## src/tspc_pkg.sv

```systemverilog
// Shared types, action codes and constants for the session power controller.
package tspc_pkg;

  // Default session length in seconds
  localparam int unsigned SESSION_SECONDS_DEF = 300;

  // Battery bounds and limit register reset
  localparam logic [6:0]  BATT_FULL      = 7'd100;
  localparam logic [11:0] LIMIT_RESET    = 12'd30;
  localparam logic [11:0] WAIT_MAX       = 12'hFFF;

  // Fixed-point shift for the progress reciprocal
  localparam int unsigned PROG_SHIFT     = 20;

  // Action codes
  localparam logic [3:0] ACT_POWER_OFF   = 4'd0;
  localparam logic [3:0] ACT_POWER_ON    = 4'd1;
  localparam logic [3:0] ACT_CHARGER_ON  = 4'd2;
  localparam logic [3:0] ACT_CHARGER_OFF = 4'd3;
  localparam logic [3:0] ACT_CHARGE      = 4'd4;
  localparam logic [3:0] ACT_DRAIN       = 4'd5;
  localparam logic [3:0] ACT_LINK_UP     = 4'd6;
  localparam logic [3:0] ACT_LINK_DOWN   = 4'd7;
  localparam logic [3:0] ACT_PLAY_PAUSE  = 4'd8;
  localparam logic [3:0] ACT_STOP        = 4'd9;
  localparam logic [3:0] ACT_TICK        = 4'd10;

  // Input item
  typedef struct packed {
    logic [3:0] action;
    logic [6:0] amount;
  } evt_t;

  // Result item
  typedef struct packed {
    logic       power_on;
    logic       blue_led;
    logic       red_led;
    logic [6:0] battery_pct;
    logic       session_active;
    logic       session_paused;
    logic [8:0] seconds_left;
    logic [6:0] progress_pct;
    logic       auto_off;
  } res_t;

endpackage

```

## src/therapy_session_power_controller.sv

```systemverilog
// Top level: event-driven power, battery, LED and session controller.
//
//  channel | signals                     | direction | payload
//  --------+-----------------------------+-----------+----------------
//  evt     | evt_valid, evt_stall, evt   | in        | evt_t
//  res     | res_valid, res_stall, res   | out       | res_t
//  cfg     | cfg_we, cfg_data            | in        | disconnect limit
//
// One item per cycle unless stalled: state update and result are computed in
// one pass and land in the state registers and the result register at the
// same edge; the path is set by one 9 x 19 bit constant multiply for the
// progress. A new item is taken while the result register is empty or being
// drained. Reset (rst, synchronous) restores power-up state and empties the
// result. A stalled result holds; evt_stall rises only while res is stalled.
module therapy_session_power_controller
  import tspc_pkg::*;
#(
  parameter int unsigned SESSION_SECONDS = SESSION_SECONDS_DEF
) (
  input  logic        clk,
  input  logic        rst,
  input  logic        evt_valid,
  output logic        evt_stall,
  input  evt_t        evt,
  output logic        res_valid,
  input  logic        res_stall,
  output res_t        res,
  input  logic        cfg_we,
  input  logic [11:0] cfg_data
);

  localparam logic [8:0]  SESS_LEN  = 9'(SESSION_SECONDS);
  // Rounded-up reciprocal of the length, scaled by 100; exact for 9-bit inputs
  localparam int unsigned PROG_MUL  =
    (100 * (1 << PROG_SHIFT) + SESSION_SECONDS - 1) / SESSION_SECONDS;
  localparam int unsigned MUL_W     = $clog2(PROG_MUL + 1);
  localparam int unsigned PROD_W    = MUL_W + 9;

  // State
  logic [11:0] limit;
  logic        powered, charger_attached, link_up, blue_lit, red_lit;
  logic [6:0]  battery_level;
  logic        in_session, paused_flag;
  logic [8:0]  countdown;
  logic [11:0] wait_count;

  logic        powered_next, charger_attached_next, link_up_next;
  logic        blue_lit_next, red_lit_next;
  logic [6:0]  battery_level_next;
  logic        in_session_next, paused_flag_next;
  logic [8:0]  countdown_next;
  logic [11:0] wait_count_next;
  logic        auto_off_next;

  logic        accept;
  logic [7:0]  charge_sum;
  logic [11:0] wait_inc;
  logic [8:0]  elapsed;
  logic [PROD_W-1:0] prog_prod;

  // Handshake
  assign evt_stall = res_valid & res_stall;
  assign accept    = evt_valid & ~evt_stall;

  assign charge_sum = {1'b0, battery_level} + {1'b0, evt.amount};
  assign wait_inc   = (wait_count < WAIT_MAX) ? wait_count + 12'd1 : wait_count;

  // Per-event state update
  always_comb begin
    powered_next          = powered;
    charger_attached_next = charger_attached;
    link_up_next          = link_up;
    blue_lit_next         = blue_lit;
    red_lit_next          = red_lit;
    battery_level_next    = battery_level;
    in_session_next       = in_session;
    paused_flag_next      = paused_flag;
    countdown_next        = countdown;
    wait_count_next       = wait_count;
    auto_off_next         = 1'b0;
    case (evt.action)
      ACT_POWER_OFF: begin
        powered_next  = 1'b0;
        blue_lit_next = 1'b0;
        red_lit_next  = 1'b0;
      end
      ACT_POWER_ON: begin
        powered_next  = 1'b1;
        blue_lit_next = link_up;
        red_lit_next  = ~link_up;
      end
      ACT_CHARGER_ON:  charger_attached_next = 1'b1;
      ACT_CHARGER_OFF: charger_attached_next = 1'b0;
      ACT_CHARGE: begin
        if (charger_attached && battery_level < BATT_FULL) begin
          battery_level_next = (charge_sum > {1'b0, BATT_FULL}) ? BATT_FULL
                                                                : charge_sum[6:0];
        end
      end
      ACT_DRAIN: begin
        if (powered && !charger_attached && battery_level != 7'd0) begin
          battery_level_next = (evt.amount >= battery_level) ? 7'd0
                                                             : battery_level - evt.amount;
        end
      end
      ACT_LINK_UP: begin
        link_up_next  = 1'b1;
        blue_lit_next = 1'b1;
        red_lit_next  = 1'b0;
        if (in_session && paused_flag) begin
          paused_flag_next = 1'b0;
          wait_count_next  = 12'd0;
        end
      end
      ACT_LINK_DOWN: begin
        link_up_next  = 1'b0;
        blue_lit_next = 1'b0;
        red_lit_next  = 1'b1;
        if (in_session && !paused_flag) begin
          paused_flag_next = 1'b1;
          wait_count_next  = 12'd0;
        end
      end
      ACT_PLAY_PAUSE: begin
        if (!in_session) begin
          if (link_up) begin
            in_session_next  = 1'b1;
            paused_flag_next = 1'b0;
            countdown_next   = SESS_LEN;
            wait_count_next  = 12'd0;
          end
        end else begin
          paused_flag_next = ~paused_flag;
          wait_count_next  = 12'd0;
        end
      end
      ACT_STOP: begin
        if (in_session) begin
          in_session_next  = 1'b0;
          paused_flag_next = 1'b0;
          countdown_next   = SESS_LEN;
          wait_count_next  = 12'd0;
        end
      end
      ACT_TICK: begin
        if (in_session) begin
          if (!paused_flag) begin
            if (countdown != 9'd0) countdown_next = countdown - 9'd1;
          end else if (wait_inc >= limit) begin
            // paused too long: end session and power down
            in_session_next  = 1'b0;
            paused_flag_next = 1'b0;
            countdown_next   = SESS_LEN;
            wait_count_next  = 12'd0;
            powered_next     = 1'b0;
            blue_lit_next    = 1'b0;
            red_lit_next     = 1'b0;
            auto_off_next    = 1'b1;
          end else begin
            wait_count_next  = wait_inc;
          end
        end
      end
      default: ;
    endcase
  end

  // Progress: elapsed * 100 / length via scaled reciprocal
  assign elapsed   = SESS_LEN - countdown_next;
  assign prog_prod = PROD_W'(elapsed) * PROD_W'(PROG_MUL);

  // Configuration register
  always_ff @(posedge clk) begin
    if (rst) begin
      limit <= LIMIT_RESET;
    end else if (cfg_we) begin
      limit <= cfg_data;
    end
  end

  // State registers
  always_ff @(posedge clk) begin
    if (rst) begin
      powered          <= 1'b0;
      charger_attached <= 1'b0;
      link_up          <= 1'b1;
      blue_lit         <= 1'b0;
      red_lit          <= 1'b0;
      battery_level    <= BATT_FULL;
      in_session       <= 1'b0;
      paused_flag      <= 1'b0;
      countdown        <= SESS_LEN;
      wait_count       <= 12'd0;
    end else if (accept) begin
      powered          <= powered_next;
      charger_attached <= charger_attached_next;
      link_up          <= link_up_next;
      blue_lit         <= blue_lit_next;
      red_lit          <= red_lit_next;
      battery_level    <= battery_level_next;
      in_session       <= in_session_next;
      paused_flag      <= paused_flag_next;
      countdown        <= countdown_next;
      wait_count       <= wait_count_next;
    end
  end

  // Result register
  always_ff @(posedge clk) begin
    if (rst) begin
      res_valid <= 1'b0;
    end else if (accept) begin
      res_valid <= 1'b1;
    end else if (!res_stall) begin
      res_valid <= 1'b0;
    end
  end

  always_ff @(posedge clk) begin
    if (accept) begin
      res.power_on       <= powered_next;
      res.blue_led       <= blue_lit_next;
      res.red_led        <= red_lit_next;
      res.battery_pct    <= battery_level_next;
      res.session_active <= in_session_next;
      res.session_paused <= paused_flag_next;
      res.seconds_left   <= countdown_next;
      res.progress_pct   <= prog_prod[PROG_SHIFT +: 7];
      res.auto_off       <= auto_off_next;
    end
  end

endmodule

```

## config.mk

```make
export PLATFORM = sky130hd
export DESIGN_NAME = therapy_session_power_controller
export DESIGN_NICKNAME = d
export VERILOG_FILES = /design/src/tspc_pkg.sv /design/src/therapy_session_power_controller.sv
export SDC_FILE = /design/constraint.sdc
export NUM_CORES = 1
export LEC_CHECK = 0
export BUFFER_PORTS_ARGS = -buffer_cell sky130_fd_sc_hd__buf_4
export CORE_UTILIZATION = 40
export CTS_BUF_LIST = sky130_fd_sc_hd__clkbuf_8
export DETAILED_ROUTE_END_ITERATION = 7
export PLACE_DENSITY_LB_ADDON = 0.05
export SLEW_MARGIN = 20
export SYNTH_ARGS = -nofsm -noshare
export SYNTH_HDL_FRONTEND = slang
export SYNTH_SLANG_ARGS = --single-unit
```

## constraint.sdc

```tcl
create_clock -name clk -period 9 [get_ports clk]
set_input_delay 1.8 -clock clk [delete_from_list [all_inputs] [get_ports clk]]
set_output_delay 1.8 -clock clk [all_outputs]
set_load 0.03 [all_outputs]
```

# After elaboration in Yosys (flattened, before gate mapping)
# Cells that the tools add are included.
dict set report word_totals {
  reg_bits 77
  inputBits 28
  elab_cells 127
}
dict set report classes {
  n_addsub 5
  multipliers 1
  order_cmp 5
  eq_ne 17
  muxes 54
  n_bitwise 5
  reduce_logical 19
}
# op count
set op_table {}
lappend op_table {{12-bit 2-to-1 mux} 9}
lappend op_table {{9-bit 2-to-1 mux} 7}
lappend op_table {{12-bit case mux with 5 select lines} 1}
lappend op_table {{7-bit 2-to-1 mux} 4}
lappend op_table {{9-bit case mux with 3 select lines} 1}
lappend op_table {{9-bit by 18-bit multiplier with 26-bit output (second input constant)} 1}
lappend op_table {{1-bit 2-to-1 mux} 24}
lappend op_table {{4-bit by 3-bit == test with 1-bit output (second input constant)} 4}
lappend op_table {{7-bit case mux with 2 select lines} 1}
lappend op_table {{12-bit by 1-bit adder with 12-bit output (second input constant)} 1}
lappend op_table {{4-bit == test (second input constant)} 3}
lappend op_table {{12-bit >= comparator} 1}
lappend op_table {{12-bit less-than comparator (second input constant)} 1}
lappend op_table {{2-bit inequality test (second input constant)} 5}
lappend op_table {{9-bit nonzero test} 1}
lappend op_table {{9-bit by 1-bit subtractor with 9-bit output (second input constant)} 1}
lappend op_table {{9-bit subtractor (first input constant)} 1}
lappend op_table {{7-bit by 7-bit adder with 8-bit output} 1}
lappend op_table {{4-bit by 2-bit == test with 1-bit output (second input constant)} 2}
lappend op_table {{8-bit by 7-bit > comparator with 1-bit output (second input constant)} 1}
lappend op_table {{1-bit case mux with 4 select lines} 2}
lappend op_table {{8-bit AND reduction} 1}
lappend op_table {{7-bit >= comparator} 1}
lappend op_table {{7-bit less-than comparator (second input constant)} 1}
lappend op_table {{18 further kinds} 31}

# Logic depth before layout (Yosys ltp)
dict set report depth {
  ltp_word 9
  depth_mapped 38
  depth_no_buf 38
}

# Worst setup path after synthesis
# No wires, ideal clock.
dict set report synth_timing {
  kind {flip-flop to flip-flop}
  startpoint {reg wait_count[2]}
  endpoint {reg res[7] in the netlist's numbering, data pin}
  setup_ps 268
  t_arrival_ps 7713
  t_required_ps 8732
  setup_slack_ps 1019
  path_stages_with_launch 36
  n_path_buf 0
  synth_period_minus_slack_ps 7981
  path_cell_list {dfxtp_1 -> and4_1 -> nand4_1 -> nor2_1 -> and2_1 -> nand3_1 -> xnor2_1 -> ha_1 -> nand2b_1 -> a211o_1 -> a21oi_2 -> o22ai_2 -> o21a_1 -> o32a_1 -> ha_1 -> o31ai_2 -> nand2_1 -> xnor2_1 -> ha_1 -> inv_1 -> fa_1 -> xor2_1 -> ha_1 -> inv_1 -> fa_1 -> inv_1 -> ha_1 -> nand2_1 -> o211ai_1 -> o221ai_1 -> o21ai_0 -> o21ai_0 -> a21boi_0 -> o21ai_0 -> o21ai_0 -> xnor3_1}
}
dict set report synth_between {
  elab_chain_cells 9
  elab_cells_between_ends 10
  cone_classes {add/sub: 2; mul: 1; order compare: 2; mux: 5}
}
# element line_no
set synth_rtl {}
lappend synth_rtl {{start: declaration} therapy_session_power_controller.sv:45} ;# logic [11:0] wait_count;
lappend synth_rtl {{start signal: assignment} therapy_session_power_controller.sv:204} ;# wait_count <= wait_count_next;
lappend synth_rtl {{12-bit by 1-bit adder with 12-bit output / 12-bit less-than comparator (equally long branches)} therapy_session_power_controller.sv:66} ;# assign wait_inc = (wait_count < WAIT_MAX) ? wait_count + 12'd1 : wait_count;
lappend synth_rtl {{12-bit 2-to-1 mux (*)} therapy_session_power_controller.sv:66}
lappend synth_rtl {{12-bit >= comparator (*)} therapy_session_power_controller.sv:149} ;# end else if (wait_inc >= limit) begin
lappend synth_rtl {{9-bit 2-to-1 mux (*)} therapy_session_power_controller.sv:149}
lappend synth_rtl {{9-bit 2-to-1 mux (*)} therapy_session_power_controller.sv:147} ;# if (!paused_flag) begin
lappend synth_rtl {{9-bit 2-to-1 mux (*)} therapy_session_power_controller.sv:146} ;# if (in_session) begin
lappend synth_rtl {{9-bit case mux with 3 select lines (*)} therapy_session_power_controller.sv:81} ;# case (evt.action)
lappend synth_rtl {{9-bit subtractor (*)} therapy_session_power_controller.sv:169} ;# assign elapsed = SESS_LEN - countdown_next;
lappend synth_rtl {{9-bit by 18-bit multiplier with 26-bit output (*)} therapy_session_power_controller.sv:170} ;# assign prog_prod = PROD_W'(elapsed) * PROD_W'(PROG_MUL);
lappend synth_rtl {{named net prog_prod[26]} therapy_session_power_controller.sv:59} ;# logic [PROD_W-1:0] prog_prod;
lappend synth_rtl {{end: declaration} therapy_session_power_controller.sv:27} ;# output res_t res,
# Mark *: on every way through the listed nets, which the timed path passes. The rest lies on a longest branch.
# A chain may end at the register's enable or synchronous reset.

# Worst setup path in the final report
# Ends and elaborated chain as after synthesis.

==> run_results.csv <==
group,metric,value,unit
status,status,"finished, final reports clean",
critical_path,crit_path_start_kind,"flip-flop",
critical_path,worst_ep_arrival_time,8.34,ns
yosys,ys_dominant_reg_cell,"dfxtp_1",
critical_path,max_stage_delay,0.51,ns
grt,grt_antenna_before_repair,0,
grt,grt_pass1_vias,5277,
power_and_ir_drop,irDropWorstVdd,0.226,mV
place,placed_cells,1022,
cells_and_area,drive_above_1_share,0.139,
floorplan,die_area,17000,µm²
floorplan,core_area,16000,µm²
drt,vias_per_cell,5.25,
yosys,ys_async_sr_fraction,0,
yosys,synth_top_area_frac,0.146,
drt,firstDrtPassIters,4,
run,drv_cap,0,
clock_network,cts_made_buffers,9,
clock_network,clk-insertion-delay-late,0.37,ns
grt,grt_usage,0.196,
sta,fin_skew,0.0137,ns
sta,setup_ws,0.782,ns
drt,routed_wl,15700,µm
sta,slew_headroom,0.516,
yosys,yosysSeqAreaShare,0.277,
clock_network,clockBufferDepth,2,
cells_and_area,multiInputGateArea,4360,µm²
critical_path,path_max_fanout,10,
yosys,synth_most_common_cell,"inv_1",
sta,worst_pin_slew,0.724,ns
place,preCtsSetupSlack,-0.0246,ns
cells_and_area,num-nets-final,948,
clock_network,clkTransAtPathRegs,0.09,ns
yosys,syn_nets,897,
critical_path,cp_common_cell,"ha_1",
hold_path,min_path_type,"reg -> reg",
place,io_buffers,58,
sta,fin_crit,8.22,ns
cells_and_area,insertedDiodeCount,0,
sta,hold_viol,0,
clock_network,clock-root-buffer,"clkbuf_8",
yosys,yosys_register_bits,77,
critical_path,slowest_stage,"fa_1",
cells_and_area,seq_area,1830,µm²
yosys,yosysWarnings,0,
yosys,synth_top_area_cell,"dfxtp_1",
floorplan,initial_utilization,0.413,
drt,routedWlPerCell,15.0,µm
drt,ant_nets,0,
yosys,synth_common_cells,"97 x inv_1, 75 x ha_1, 68 x nand2_1",
place,gp_congestion,0.893,
floorplan,rows,46,
clock_network,hold_buffers,0,
yosys,synth_cell_type_count,83,
grt,grt_max_degree,56,
power_and_ir_drop,p_leak,3.42,nW
yosys,synth_edf_count,29,
floorplan,io_pins,59,
sta,setup_violations,0,
drt,drt_iter0_markers,280,
cells_and_area,fillers,1605,
yosys,syn_area,6600,µm²
sta,rsz0062_at_grt,"no",
sta,slew_viol_final,0,
floorplan,die_y,130,µm
cells_and_area,stdcell_count,1041,
clock_network,cts.sink_count,77,
clock_network,h-tree-depth,3,
grt,grt_pass1_wl,26000,µm
yosys,avgSynthCellArea,8.59,µm²
grt,overflow,0,
critical_path,worstSetupPathType,"reg -> reg",
cells_and_area,area_growth,14.7,%
drt,vias,5470,
drt,drc_errors,0,
power_and_ir_drop,cellPowerDensity,224,nW/µm²
yosys,synthCells,769,
clock_network,cts_tree,"built",
critical_path,required,9.12,ns
sta,clock.fmax,122,MHz
critical_path,endpoint_kind,"flip-flop",
place,dp_hpwl,11800,µm
yosys,synthTopCellsByArea,"dfxtp_1 15%, ha_1 14%, edfxtp_1 13%",
sta,fin_setup_tns,0,ns
floorplan,die_w,130,µm
sta,holdWs,0.510,ns
sta,period_share,0.913,
==> what timing repair did <==
action,in CTS,in global routing
setup buffers,0,3
endpoints found under the setup margin,1,3
pin swaps,0,3
gates resized for setup,2,16
==> per-stage QoR <==
step	util	total power [W]	cell area, µm²
detailed placement	0.452	0.00135	7240
global placement	0.452	0.00134	7240
finish	0.473	0.00169	7570
global route	0.473	0.00188	7570
CTS	0.468	0.00170	7490
floorplan	-	0.00114	6600
==> path summary, 6_finish.rpt <==
check                             startpoint                    end  slack (ns)  depth (start not counted)
setup / recovery  wait_count[2]$_SDFFE_PP0P_       res[7]$_DFFE_PP_        0.78                         35
hold / removal         limit[4]$_SDFFE_PP1P_  limit[4]$_SDFFE_PP1P_        0.51                          2
setup reg to reg  wait_count[2]$_SDFFE_PP0P_       res[7]$_DFFE_PP_        0.78                         35
hold reg to reg        limit[4]$_SDFFE_PP1P_  limit[4]$_SDFFE_PP1P_        0.51                          2
==> metal layers <==
layer  GRT usage  routed length [µm]  up-vias
met5           0                   0        -
met4      0.0588                 226        0
met3      0.0326                 559       16
met2       0.313                6960      112
met1       0.272                7900     2544
li1            -                   -     2798
==> cells in the final DEF, fill, tap and decap left out, drive strengths merged, types with 8 or more instances in the layout <==
cell type and count:
nor2 62, xnor2 23, fa 25, clkbuf 9, nor4 8, nand3 18, inv 101, dfxtp 48
a21oi 45, nand2b 13, nand4 8, xor2 10, a31oi 11, nor3 13, edfxtp 29, buf 67
nor2b 10, nand2 68, mux2i 9, ha 75, o21ai 45, a22oi 11, o211ai 10, a211oi 9
==> flip-flops by register name, summed over array words and instances, names as in the netlist, 7 cells and up <==
signal and count:
battery_level 7, countdown 9, limit 12, wait_count 12
res 29
==> cells by family (layout without fill, tap and decap cells) <==
| logic type | after synthesis | after routing | share of synthesized area |
|---|---|---|---|
| AND/OR/NAND/NOR | 235 | 235 | 0.174 |
| AO/OA/AOI/OAI | 186 | 186 | 0.192 |
| buffers and inverters | 126 | 182 | 0.0739 |
| adder cells (fa/ha/maj) | 100 | 100 | 0.218 |
| flip-flops | 77 | 77 | 0.277 |
| XOR/XNOR | 34 | 34 | 0.0483 |
| multiplexers | 11 | 11 | 0.0171 |
==> worst max-delay path: cells and delay by family (launching register included) <==
kind            cells  cell delay (ns)
flops               1             0.43
compound gates     12             2.38
fa+ha+maj           7             2.39
buf+inv             3             0.20
xor+xnor            4             0.80
simple gates        9             1.76
==> final cells by class <==
class / count / share of cell area
Tap cell: 216 / 0.0357
Clock buffer: 9 / 0.0164
Multi-Input combinational cell: 566 / 0.575
Inverter: 99 / 0.0491
Sequential cell: 77 / 0.242
Timing Repair Buffer: 67 / 0.0664
Clock inverter: 7 / 0.0152
==> where the power goes <==
part / total (W) / switching (W) / internal [W] / leakage (nW)
Sequential: 0.000436 / 0.0000173 / 0.000419 / 0.671
Combinational: 0.000930 / 0.000534 / 0.000396 / 2.63
Clock: 0.000329 / 0.000145 / 0.000184 / 0.126
Total: 0.00169 / 0.000696 / 0.000999 / 3.42
(Power assumes the default switching activity.)
